<file path="src/rtl/ascii_decimal_tlv_parser_top_assert.svh">
// ----------------------------------------------------------------------------
// ascii decimal tlv parser assertion macros
// shared property forms for the parser's concurrent checks
// ----------------------------------------------------------------------------
`ifndef ASCII_DECIMAL_TLV_PARSER_TOP_ASSERT_SVH
`define ASCII_DECIMAL_TLV_PARSER_TOP_ASSERT_SVH

// same-cycle implication, checked outside reset
`define ADTP_ASSERT_SAME(label, ante, cons, msg) \
  label: assert property (@(posedge clk) disable iff (!rst_n) (ante) |-> (cons)) \
    else $error(msg);

// next-cycle implication, checked outside reset
`define ADTP_ASSERT_NEXT(label, ante, cons, msg) \
  label: assert property (@(posedge clk) disable iff (!rst_n) (ante) |=> (cons)) \
    else $error(msg);

`endif

</file>
<file path="src/rtl/adtp_pkg.sv">
// ----------------------------------------------------------------------------
// adtp_pkg
// shared types, codes and helpers of the ascii decimal tlv parser
// ----------------------------------------------------------------------------
package adtp_pkg;

  localparam int FIELD_DIGITS_DEF = 3;

  localparam int CHAR_W = 8;
  localparam int NUM_W  = 10;
  localparam int CONS_W = 11;
  localparam int KIND_W = 2;

  localparam logic [NUM_W-1:0]  NUM_MAX  = 10'd1023;
  localparam logic [CONS_W-1:0] CONS_MAX = 11'd2047;

  localparam logic [CHAR_W-1:0] CHAR_ZERO = 8'h30;
  localparam logic [CHAR_W-1:0] CHAR_NINE = 8'h39;

  // result kinds
  localparam logic [KIND_W-1:0] KIND_MSG  = 2'd0;
  localparam logic [KIND_W-1:0] KIND_ELEM = 2'd1;
  localparam logic [KIND_W-1:0] KIND_VAL  = 2'd2;
  localparam logic [KIND_W-1:0] KIND_ERR  = 2'd3;

  typedef enum logic [3:0] {
    PH_TOTAL = 4'b0001,
    PH_TAG   = 4'b0010,
    PH_LEN   = 4'b0100,
    PH_VALUE = 4'b1000
  } phase_t;

  typedef struct packed {
    phase_t             phase;
    logic [NUM_W-1:0]   total;
    logic [NUM_W-1:0]   tag;
    logic [NUM_W-1:0]   len;
    logic [NUM_W-1:0]   vrem;
    logic [CONS_W-1:0]  consumed;
  } adtp_state_t;

  typedef struct packed {
    logic               valid;
    logic [KIND_W-1:0]  kind;
    logic [NUM_W-1:0]   total_length;
    logic [NUM_W-1:0]   tag;
    logic [NUM_W-1:0]   elem_length;
    logic [CHAR_W-1:0]  value_byte;
    logic               end_of_element;
    logic               end_of_message;
  } adtp_result_t;

  localparam adtp_state_t ST_RESET = '{phase: PH_TOTAL, default: '0};

  // acc*10 + d, saturating at NUM_MAX
  function automatic logic [NUM_W-1:0] accumulate(input logic [NUM_W-1:0] acc,
                                                 input logic [3:0] d);
    logic [NUM_W+3:0] v;
    v = {acc, 3'b000} + {2'b00, acc, 1'b0} + {{NUM_W{1'b0}}, d};
    accumulate = (v > {4'b0000, NUM_MAX}) ? NUM_MAX : v[NUM_W-1:0];
  endfunction

endpackage

</file>
<file path="src/rtl/adtp_step.sv">
// ----------------------------------------------------------------------------
// adtp_step
// next state and result for one received character
// ----------------------------------------------------------------------------
module adtp_step import adtp_pkg::*; #(
  parameter int FIELD_DIGITS = FIELD_DIGITS_DEF,
  parameter int CNT_W        = 2
) (
  input  logic [CHAR_W-1:0] ch,
  input  adtp_state_t       st,
  input  logic [CNT_W-1:0]  cnt,
  output adtp_state_t       st_nxt,
  output logic [CNT_W-1:0]  cnt_nxt,
  output adtp_result_t      res
);

  localparam int SUM_W = CONS_W + 2;
  localparam logic [CNT_W:0] FD_CNT  = (CNT_W+1)'(FIELD_DIGITS);
  localparam logic [SUM_W-1:0] HDR_B = SUM_W'(2 * FIELD_DIGITS);

  always_comb begin
    logic              is_digit;
    logic [3:0]        d;
    logic [CNT_W:0]    cnt_inc;
    logic              cnt_done;
    logic [NUM_W-1:0]  acc_new;
    logic [NUM_W-1:0]  vrem_dec;
    logic [SUM_W-1:0]  sum;
    logic [CONS_W-1:0] cons_new;

    st_nxt   = st;
    cnt_nxt  = cnt;
    res      = '0;
    is_digit = (ch >= CHAR_ZERO) && (ch <= CHAR_NINE);
    d        = ch[3:0];
    cnt_inc  = {1'b0, cnt} + {{CNT_W{1'b0}}, 1'b1};
    cnt_done = (cnt_inc >= FD_CNT);
    acc_new  = '0;
    vrem_dec = (st.vrem != '0) ? (st.vrem - 1'b1) : st.vrem;
    sum      = '0;
    cons_new = '0;

    if (st.phase == PH_VALUE) begin
      res.valid      = 1'b1;
      res.kind       = KIND_VAL;
      res.value_byte = ch;
      st_nxt.vrem    = vrem_dec;
      if (vrem_dec == '0) begin
        res.end_of_element = 1'b1;
        cnt_nxt            = '0;
        if (st.consumed >= {1'b0, st.total}) begin
          res.end_of_message = 1'b1;
          st_nxt             = ST_RESET;
        end else begin
          st_nxt.phase = PH_TAG;
          st_nxt.tag   = '0;
          st_nxt.len   = '0;
          st_nxt.vrem  = '0;
        end
      end
    end else if (!is_digit) begin
      // resync: drop the message, wait for a new total length
      st_nxt    = ST_RESET;
      cnt_nxt   = '0;
      res.valid = 1'b1;
      res.kind  = KIND_ERR;
    end else begin
      cnt_nxt = cnt_inc[CNT_W-1:0];
      case (st.phase)
        PH_TOTAL: begin
          acc_new      = accumulate(st.total, d);
          st_nxt.total = acc_new;
          if (cnt_done) begin
            res.valid        = 1'b1;
            res.kind         = KIND_MSG;
            res.total_length = acc_new;
            cnt_nxt          = '0;
            st_nxt.consumed  = '0;
            if (acc_new == '0) begin
              res.end_of_message = 1'b1;
              st_nxt             = ST_RESET;
            end else begin
              st_nxt.phase = PH_TAG;
            end
          end
        end
        PH_TAG: begin
          acc_new    = accumulate(st.tag, d);
          st_nxt.tag = acc_new;
          if (cnt_done) begin
            cnt_nxt      = '0;
            st_nxt.phase = PH_LEN;
          end
        end
        PH_LEN: begin
          acc_new    = accumulate(st.len, d);
          st_nxt.len = acc_new;
          if (cnt_done) begin
            cnt_nxt         = '0;
            res.valid       = 1'b1;
            res.kind        = KIND_ELEM;
            res.tag         = st.tag;
            res.elem_length = acc_new;
            sum = {2'b00, st.consumed} + {3'b000, acc_new} + HDR_B;
            cons_new = (sum > {2'b00, CONS_MAX}) ? CONS_MAX : sum[CONS_W-1:0];
            st_nxt.consumed = cons_new;
            if (acc_new == '0) begin
              res.end_of_element = 1'b1;
              if (cons_new >= {1'b0, st.total}) begin
                res.end_of_message = 1'b1;
                st_nxt             = ST_RESET;
              end else begin
                st_nxt.phase = PH_TAG;
                st_nxt.tag   = '0;
                st_nxt.len   = '0;
                st_nxt.vrem  = '0;
              end
            end else begin
              st_nxt.vrem  = acc_new;
              st_nxt.phase = PH_VALUE;
            end
          end
        end
        default: begin
          st_nxt  = st;
          cnt_nxt = cnt;
        end
      endcase
    end
  end

endmodule

</file>
<file path="src/rtl/ascii_decimal_tlv_parser_top.sv">
// ----------------------------------------------------------------------------
// ascii_decimal_tlv_parser_top
// streaming parser for messages of ascii decimal tag/length/value elements
// ----------------------------------------------------------------------------
//  channel | dir | tdata                 | tuser              | tlast
//  in_     | in  | ch                    | -                  | -
//  out_    | out | total_length, tag,    | kind,              | end_of_message
//          |     | elem_length, value_b. | end_of_element     |
//
//  one character per cycle: every character is taken in the cycle it is
//  offered while the result register is empty or being drained
//  the parse state updates at the accepting edge; the result shows in the next cycle
//  in_tready is low only while a result waits and out_tready is low
//  reset (rst_n low, synchronous) clears the parse state and drops any pending result
// ----------------------------------------------------------------------------
module ascii_decimal_tlv_parser_top import adtp_pkg::*; #(
  parameter int FIELD_DIGITS = FIELD_DIGITS_DEF
) (
  input  logic        clk,
  input  logic        rst_n,
  // input channel
  input  logic        in_tvalid,
  output logic        in_tready,
  input  logic [7:0]  in_tdata,   // [7:0] ch
  // result channel
  output logic        out_tvalid,
  input  logic        out_tready,
  output logic [39:0] out_tdata,  // [9:0] total_length, [19:10] tag,
                                  // [29:20] elem_length, [37:30] value_byte, rest 0
  output logic [2:0]  out_tuser,  // [1:0] kind, [2] end_of_element
  output logic        out_tlast   // end_of_message
);

  `include "ascii_decimal_tlv_parser_top_assert.svh"

  // digit counter only ever holds FIELD_DIGITS-1 at most
  localparam int CNT_W = (FIELD_DIGITS > 1) ? $clog2(FIELD_DIGITS) : 1;
  localparam logic [CNT_W:0] FD_CNT = (CNT_W+1)'(FIELD_DIGITS);

  adtp_state_t      st_r, st_nxt;
  logic [CNT_W-1:0] cnt_r, cnt_nxt;
  adtp_result_t     res;
  adtp_result_t     out_r;
  logic             out_valid_r, out_valid_nxt;
  logic             in_xfer;
  logic [CNT_W:0]   cnt_ext;

  // skid-free output register: refill in the cycle it drains
  assign in_tready = !out_valid_r || out_tready;
  assign in_xfer   = in_tvalid && in_tready;
  assign cnt_ext   = {1'b0, cnt_r};

  adtp_step #(
    .FIELD_DIGITS (FIELD_DIGITS),
    .CNT_W        (CNT_W)
  ) u_step (
    .ch      (in_tdata),
    .st      (st_r),
    .cnt     (cnt_r),
    .st_nxt  (st_nxt),
    .cnt_nxt (cnt_nxt),
    .res     (res)
  );

  always_comb begin
    out_valid_nxt = out_valid_r;
    if (in_xfer) begin
      out_valid_nxt = res.valid;
    end else if (out_tready) begin
      out_valid_nxt = 1'b0;
    end
  end

  // parse state and result-valid flag
  always_ff @(posedge clk) begin
    if (!rst_n) begin
      st_r        <= ST_RESET;
      cnt_r       <= '0;
      out_valid_r <= 1'b0;
    end else begin
      out_valid_r <= out_valid_nxt;
      if (in_xfer) begin
        st_r  <= st_nxt;
        cnt_r <= cnt_nxt;
      end
    end
  end

  // result payload, loaded with every accepted character
  always_ff @(posedge clk) begin
    if (in_xfer) begin
      out_r <= res;
    end
  end

  assign out_tvalid = out_valid_r;
  assign out_tdata  = {2'b00, out_r.value_byte, out_r.elem_length,
                       out_r.tag, out_r.total_length};
  assign out_tuser  = {out_r.end_of_element, out_r.kind};
  assign out_tlast  = out_r.end_of_message;

  // ---- assertions ----
  `ADTP_ASSERT_SAME(a_cnt_range, 1'b1, cnt_ext < FD_CNT,
    "digit counter reached the field width")
  `ADTP_ASSERT_SAME(a_vrem_value, st_r.phase == PH_VALUE, st_r.vrem != '0,
    "value phase with no bytes remaining")
  `ADTP_ASSERT_SAME(a_vrem_idle, st_r.phase != PH_VALUE, st_r.vrem == '0,
    "bytes remaining outside the value phase")
  `ADTP_ASSERT_SAME(a_err_clean, out_valid_r && out_r.kind == KIND_ERR,
    out_tdata == '0 && !out_tlast && !out_r.end_of_element,
    "format error carries payload")
  `ADTP_ASSERT_NEXT(a_err_resync, in_xfer && res.valid && res.kind == KIND_ERR,
    out_tvalid && st_r.phase == PH_TOTAL && cnt_r == '0,
    "format error did not resync to total length")

endmodule
</file>
<file path="config.mk">
export PLATFORM = sky130hd
export DESIGN_NAME = ascii_decimal_tlv_parser_top
export DESIGN_NICKNAME = d
export VERILOG_FILES = /design/src/rtl/adtp_pkg.sv /design/src/rtl/adtp_step.sv /design/src/rtl/ascii_decimal_tlv_parser_top.sv
export VERILOG_INCLUDE_DIRS = /design/src /design/src/rtl
export SDC_FILE = /design/constraint.sdc
export NUM_CORES = 1
export LEC_CHECK = 0
export BUFFER_PORTS_ARGS = -buffer_cell sky130_fd_sc_hd__buf_4
export CAP_MARGIN = 20
export CORE_AREA = 3 3 164 126
export CTS_BUF_LIST = sky130_fd_sc_hd__clkbuf_8
export DETAILED_ROUTE_END_ITERATION = 6
export DIE_AREA = 0 0 167 129
export SKIP_CTS_REPAIR_TIMING = 1
export SLEW_MARGIN = 20
export SYNTH_ARGS = -nofsm -noshare
export SYNTH_HDL_FRONTEND = slang
export SYNTH_SLANG_ARGS = --single-unit
</file>
<file path="constraint.sdc">
create_clock -name clk -period 9.4 [get_ports clk]
set_clock_uncertainty 0.1 [all_clocks]
set_input_delay 1.41 -clock clk [delete_from_list [all_inputs] [get_ports clk]]
set_output_delay 1.41 -clock clk [all_outputs]
set_load 0.01 [all_outputs]
</file>
# ---- Word-level counts from Yosys, hierarchy flattened
# Cells that the tools add are included.
dict set report classes {
  n_reduce_logical 20
  magnitude_cmp 9
  bitwise 4
  n_mux 50
  addsub 10
  n_eq_ne 15
}
# op n
set op_table {}
lappend op_table {{$mux W55} 5}
lappend op_table {{$mux W10} 7}
lappend op_table {{$pmux W31 S2} 1}
lappend op_table {{$mux W51} 1}
lappend op_table {{$mux W11} 4}
lappend op_table {{$add A13 B11 Y14} 3}
lappend op_table {{$add A14 B4 Y14} 3}
lappend op_table {{$gt A14 B10 Y1 const B} 3}
lappend op_table {{$logic_not A10 Y1} 3}
lappend op_table {{$mux W30} 1}
lappend op_table {{$pmux W10 S3} 1}
lappend op_table {{$ne A4 B4 Y1 const B} 7}
lappend op_table {{$mux W2} 13}
lappend op_table {{$ge A11 B10 Y1} 2}
lappend op_table {{$pmux W10 S2} 1}
lappend op_table {{$reduce_and A7 Y1} 2}
lappend op_table {{$add A13 B3 Y13 const B} 1}
lappend op_table {{$gt A13 B11 Y1 const B} 1}
lappend op_table {{$mux W13} 1}
lappend op_table {{$add A11 B10 Y12} 1}
lappend op_table {{$pmux W4 S3} 1}
lappend op_table {{$reduce_and A6 Y1} 2}
lappend op_table {{$reduce_and A5 Y1} 2}
lappend op_table {{$reduce_bool A10 Y1} 1}
lappend op_table {{26 further kinds} 41}
dict set report word_totals {
  word_cells 124
  out_inout_bits 46
  inputBits 12
  regBits 100
}

# ---- Logic depth before layout (Yosys ltp)
dict set report logic_depth {
  depth_word 15
  ltp_mapped 36
  mapped_depth_nobuf 34
}

# ---- Hierarchy
# From an unflattened synthesis, not the netlist that was laid out.
dict set report unflattened {
  hier_cells 932
  area_unflattened_um2 8235.4
}
# module area_per_inst_um2 n_inst cells_per_inst seq_area_each_um2
set modules_own_cells {}
lappend modules_own_cells {adtp_step 4650.7 1 634 0.0}
lappend modules_own_cells {ascii_decimal_tlv_parser_top 3584.7 1 298 2422.3}

# ---- Worst setup path after synthesis
# OpenSTA, ideal clock, no wires.
dict set report synth_path {
  path_type {input-to-reg}
  start {input in_tdata[3]}
  end {register st_r[44] (netlist bit)}
  setup_time_ns 0.123
  arrival_time_ns 7.835
  n_path_buf 2
  stages 31
  setup_slack_ns 1.343
  t_required_ns 9.177
  cell_sequence {inv_1 -> fa_1 -> inv_1 -> fa_1 -> a211oi_1 -> o21ai_0 -> a41oi_1 -> o31a_1 -> clkbuf_1 -> nor2_1 -> inv_1 -> ha_1 -> inv_1 -> fa_1 -> nand2b_1 -> a2111o_1 -> o311ai_2 -> nand4_1 -> or2_2 -> o31a_1 -> o31a_1 -> nand2_1 -> ha_1 -> a2111o_1 -> a31oi_1 -> o211ai_1 -> a211oi_2 -> nor3_4 -> o31a_1 -> buf_6 -> mux2i_1}
}
dict set report synth_between {
  elab_chain_len 10
  word_cells_on_any_way 26
  cone_classes {4 x add/sub; 6 x order compare; 4 x eq/ne; 8 x mux; 4 x reduce/logical}
}
# item line_no
set synth_rtl {}
lappend synth_rtl {{start, declared} ascii_decimal_tlv_parser_top.sv:24} ;# input logic [7:0] in_tdata,
lappend synth_rtl {{$add A14 B4 Y14} adtp_pkg.sv:59} ;# v = {acc, 3'b000} + {2'b00, acc, 1'b0} + {{NUM_W{1'b0}}, d};
lappend synth_rtl {{$gt A14 B10 Y1} adtp_pkg.sv:60} ;# accumulate = (v > {4'b0000, NUM_MAX}) ? NUM_MAX : v[NUM_W-1:0];
lappend synth_rtl {{$mux W10} adtp_pkg.sv:60}
lappend synth_rtl {{$add A11 B10 Y12} adtp_step.sv:104} ;# sum = {2'b00, st.consumed} + {3'b000, acc_new} + HDR_B;
lappend synth_rtl {{$add A13 B3 Y13} adtp_step.sv:104}
lappend synth_rtl {{$gt A13 B11 Y1} adtp_step.sv:105} ;# cons_new = (sum > {2'b00, CONS_MAX}) ? CONS_MAX : sum[CONS_W-1:0];
lappend synth_rtl {{$mux W11} adtp_step.sv:105}
lappend synth_rtl {{$ge A11 B10 Y1} adtp_step.sv:109} ;# if (cons_new >= {1'b0, st.total}) begin
lappend synth_rtl {{$ne A4 B4 Y1 (no source line)} --}
lappend synth_rtl {{$reduce_and A7 Y1 (no source line)} --}
lappend synth_rtl {{end signal, assigned} ascii_decimal_tlv_parser_top.sv:83} ;# st_r <= st_nxt;
lappend synth_rtl {{end, declared} ascii_decimal_tlv_parser_top.sv:40} ;# adtp_state_t st_r, st_nxt;
# Several ways; a longest one is shown, not always the timed one. The select of a mux whose other input is x is not followed.
# A chain may end at the register's enable or synchronous reset.

# ---- Worst setup path in the final report
dict set report layout_path {
  start {input in_tdata[3]}
  end {register st_r[48] (netlist bit)}
}
# Same word-level chain as after synthesis.

==> results.md <==
* Final Core Density at 0.438
* Die width at 167 um
* Fill count at 1912
* Worst VDD drop at 0.0000624 V
* Worst-path clk slew at 110 ps
* Commonest cells after routing, fill and taps aside: 91 x nor2_1, 91 x ha_1, 63 x nand2_1
* Outcome: finished clean
* Row cnt at 44
* Initial antenna violation count at 0
* Sw Ratio at 0.282
* Reg2Reg Depth at 32
* Max-cap violation count at 0
* CTS tree: done
* Vias in the first global route at 5933
* CTS H-tree depth at 3
* Main synth FF type: dfxtp_1
* # diodes at 0
* IO buf count at 55
* Seq pwr share at 0.561
* Worst slack at placement at 442 ps
* Slowest cell on crit path: fa_1
* Fmax at 0.116 GHz
* Vias per Instance at 5.58
* Endpoints failing setup at 0
* Total Nets Final at 995
* Clock Sinks at 100
* Final WL at 19800 um
* Period minus WS final at 8650 ps
* RSZ-0062 raised after global routing: false
* Clk pwr share at 0.325
* GP Congestion at 0.866
* WHS Path Cells at 2
* Area Overhead vs Synth at 10.3%
* Largest net degree at the start of global routing at 46
* Slew of the pin with the lowest slew margin at 1020 ps
* Global-route wire length before repair at 32400 um
* Initial Util at 0.397
* Syn Std Cell Area at 0.00762 mm2
* CP Class: in2reg
* Post-DP HPWL at 15300 um
* Net Switching at 234 uW
* Total die area at 0.0215 mm2
* Yosys cell types at 90
* Vias at 6378
* CP max stage delay at 530 ps
* Die Ht at 129 um
* Register area share after synthesis at 0.318
* Avg Inst Size Synth at 9.02 um2
* Part of the cycle the worst path needs at 0.921
* # DRC at 0
* Worst Hold Slack at 402 ps
* HP Class: reg2reg
* Clk_lat worst skew at 390 ps
* DRT Pass-1 Iters at 5
* Worst EP arrival at 8820 ps
* Leak Pwr at 3.72 nW
* Post-synth EDFFs at 42
* Crit path required time at 9570 ps
* Post-route ant nets at 0
* Internal at 596 uW
* Rel. slew slack at 0.320
* Wire length per cell at 17.3 um
* CTS max path bufs at 2
* TNS Setup at 0 ps
* Clk root buf: clkbuf_8
* Yosys warns at 0
* Synthesized flop and latch total at 100
* Comb power frac at 0.115
* Max Fanout on Critical Path at 11
* Critical path endpoint category: flip-flop
* IO Pins at 58
* Mapped Cells at 845
* Fin. max-slew vios at 0
* Final hold vios at 0
* Final setup margin at 746 ps
* Total gr overflow at 0
* Async S/R FF share, synth at 0
* Initial DRC Count at 553
* Startpoint Class: primary input
* Core ar. at 0.0192 mm2
* TritonCTS Buffers at 9
* P per Cell Area at 98.8 mW/mm2
* Total GRT Usage at 0.186
* Share of cells above drive strength 1 at 0.117
==> worst max-delay path: cells and delay by family <==
kind                       cells  cell delay [ps]
muxes                          1              190
and+or+nand+nor                8             1530
buffers and inverters          5              430
adders and majority gates      5             1630
AOI/OAI and AO/OA             14             3630
==> per-stage QoR <==
| step | power [mW] | instance area, um2 | cells |
|---|---|---|---|
| global route | 0.866 | 8410 | 1143 |
| detailed placement | 0.571 | 8230 | 1127 |
| floorplan | 0.537 | 7620 | 846 |
| CTS | 0.837 | 8410 | 1143 |
| finish | 0.831 | 8410 | 1143 |
| global placement | 0.570 | 8210 | 1126 |
==> layout make-up <==
class,instances,area [um2],area share
clock buffers,9,124,0.0147
clock inverters,7,57.6,0.00685
multi-input cells,665,4850,0.577
flip-flops and latches,100,2420,0.288
repair buffers,59,447,0.0531
well taps,253,317,0.0377
inverters,50,188,0.0223
==> synth_stat cells, types with 3 or more instances <==
cell type	number	area (um2)
or2_2	3	18.8
nand3b_1	5	37.5
edfxtp_1	42	1260
mux2i_1	23	230
o21ai_0	53	265
nor4b_1	4	35.0
xor2_2	3	48.8
dfxtp_1	58	1160
a211oi_1	4	30.0
clkbuf_1	18	67.6
xnor2_1	17	149
nand2_1	63	236
or4_1	3	22.5
xor2_1	12	105
o21ai_1	4	20.0
o211ai_1	7	52.6
buf_2	4	20.0
and2_1	14	87.6
nand2b_1	12	75.1
o2111ai_1	4	35.0
a21oi_1	39	195
nand3_1	21	105
buf_6	4	45.0
o32ai_1	5	43.8
o21a_1	8	60.1
nor4_1	7	43.8
ha_1	91	1140
o31ai_1	9	67.6
fa_1	7	140
a21boi_0	3	22.5
buf_4	3	22.5
nand4_1	9	56.3
a31oi_1	3	18.8
o31a_1	4	35.0
inv_1	50	188
nor3_1	17	85.1
o22ai_1	7	43.8
a22o_1	10	87.6
or3_1	9	56.3
a21o_1	11	82.6
nor2_1	91	342
nor2b_1	11	68.8
and3_1	15	93.8
==> cells by family after synthesis <==
| kind of cell | after synthesis | synth area share |
|---|---|---|
| buffers and inverters | 81 | 0.0460 |
| other | 1 | 0.000492 |
| AO/OA/AOI/OAI | 205 | 0.188 |
| adder cells (fa/ha/maj) | 98 | 0.168 |
| multiplexers | 23 | 0.0302 |
| XOR/XNOR | 32 | 0.0397 |
| flip-flops | 100 | 0.318 |
| AND/OR/NAND/NOR | 305 | 0.210 |
==> worst paths after layout <==
kind / from / end / slack (ps)
max: in_tdata[3] / st_r[48] / 750
min: st_r[40] / st_r[40] / 400
max reg2reg: st_r[21] / st_r[48] / 1560
min reg2reg: st_r[40] / st_r[40] / 400
==> power by group through the flow <==
stage	clock network, mW	logic, mW	registers [mW]
finish	0.270	0.0953	0.466
global route	0.294	0.105	0.467
CTS	0.276	0.0954	0.466
detailed placement	0	0.0950	0.476
global placement	0	0.0947	0.475
floorplan	0	0.0574	0.479
==> routing by layer <==
metal / GRT usage / up-vias / routed length (um)
met2: 0.271 / 154 / 8140
met1: 0.284 / 3021 / 10200
met3: 0.0412 / 13 / 1270
met5: 0 / - / 0
met4: 0.0320 / 0 / 184
li1: - / 3190 / -
==> state kept, by name, summed over array words and instances, names as in the netlist <==
name,count
cnt_r,2
out_tdata,38
out_tlast,1
out_tuser,3
out_tvalid,1
st_r,55
Power figures use the tool's default switching activity.
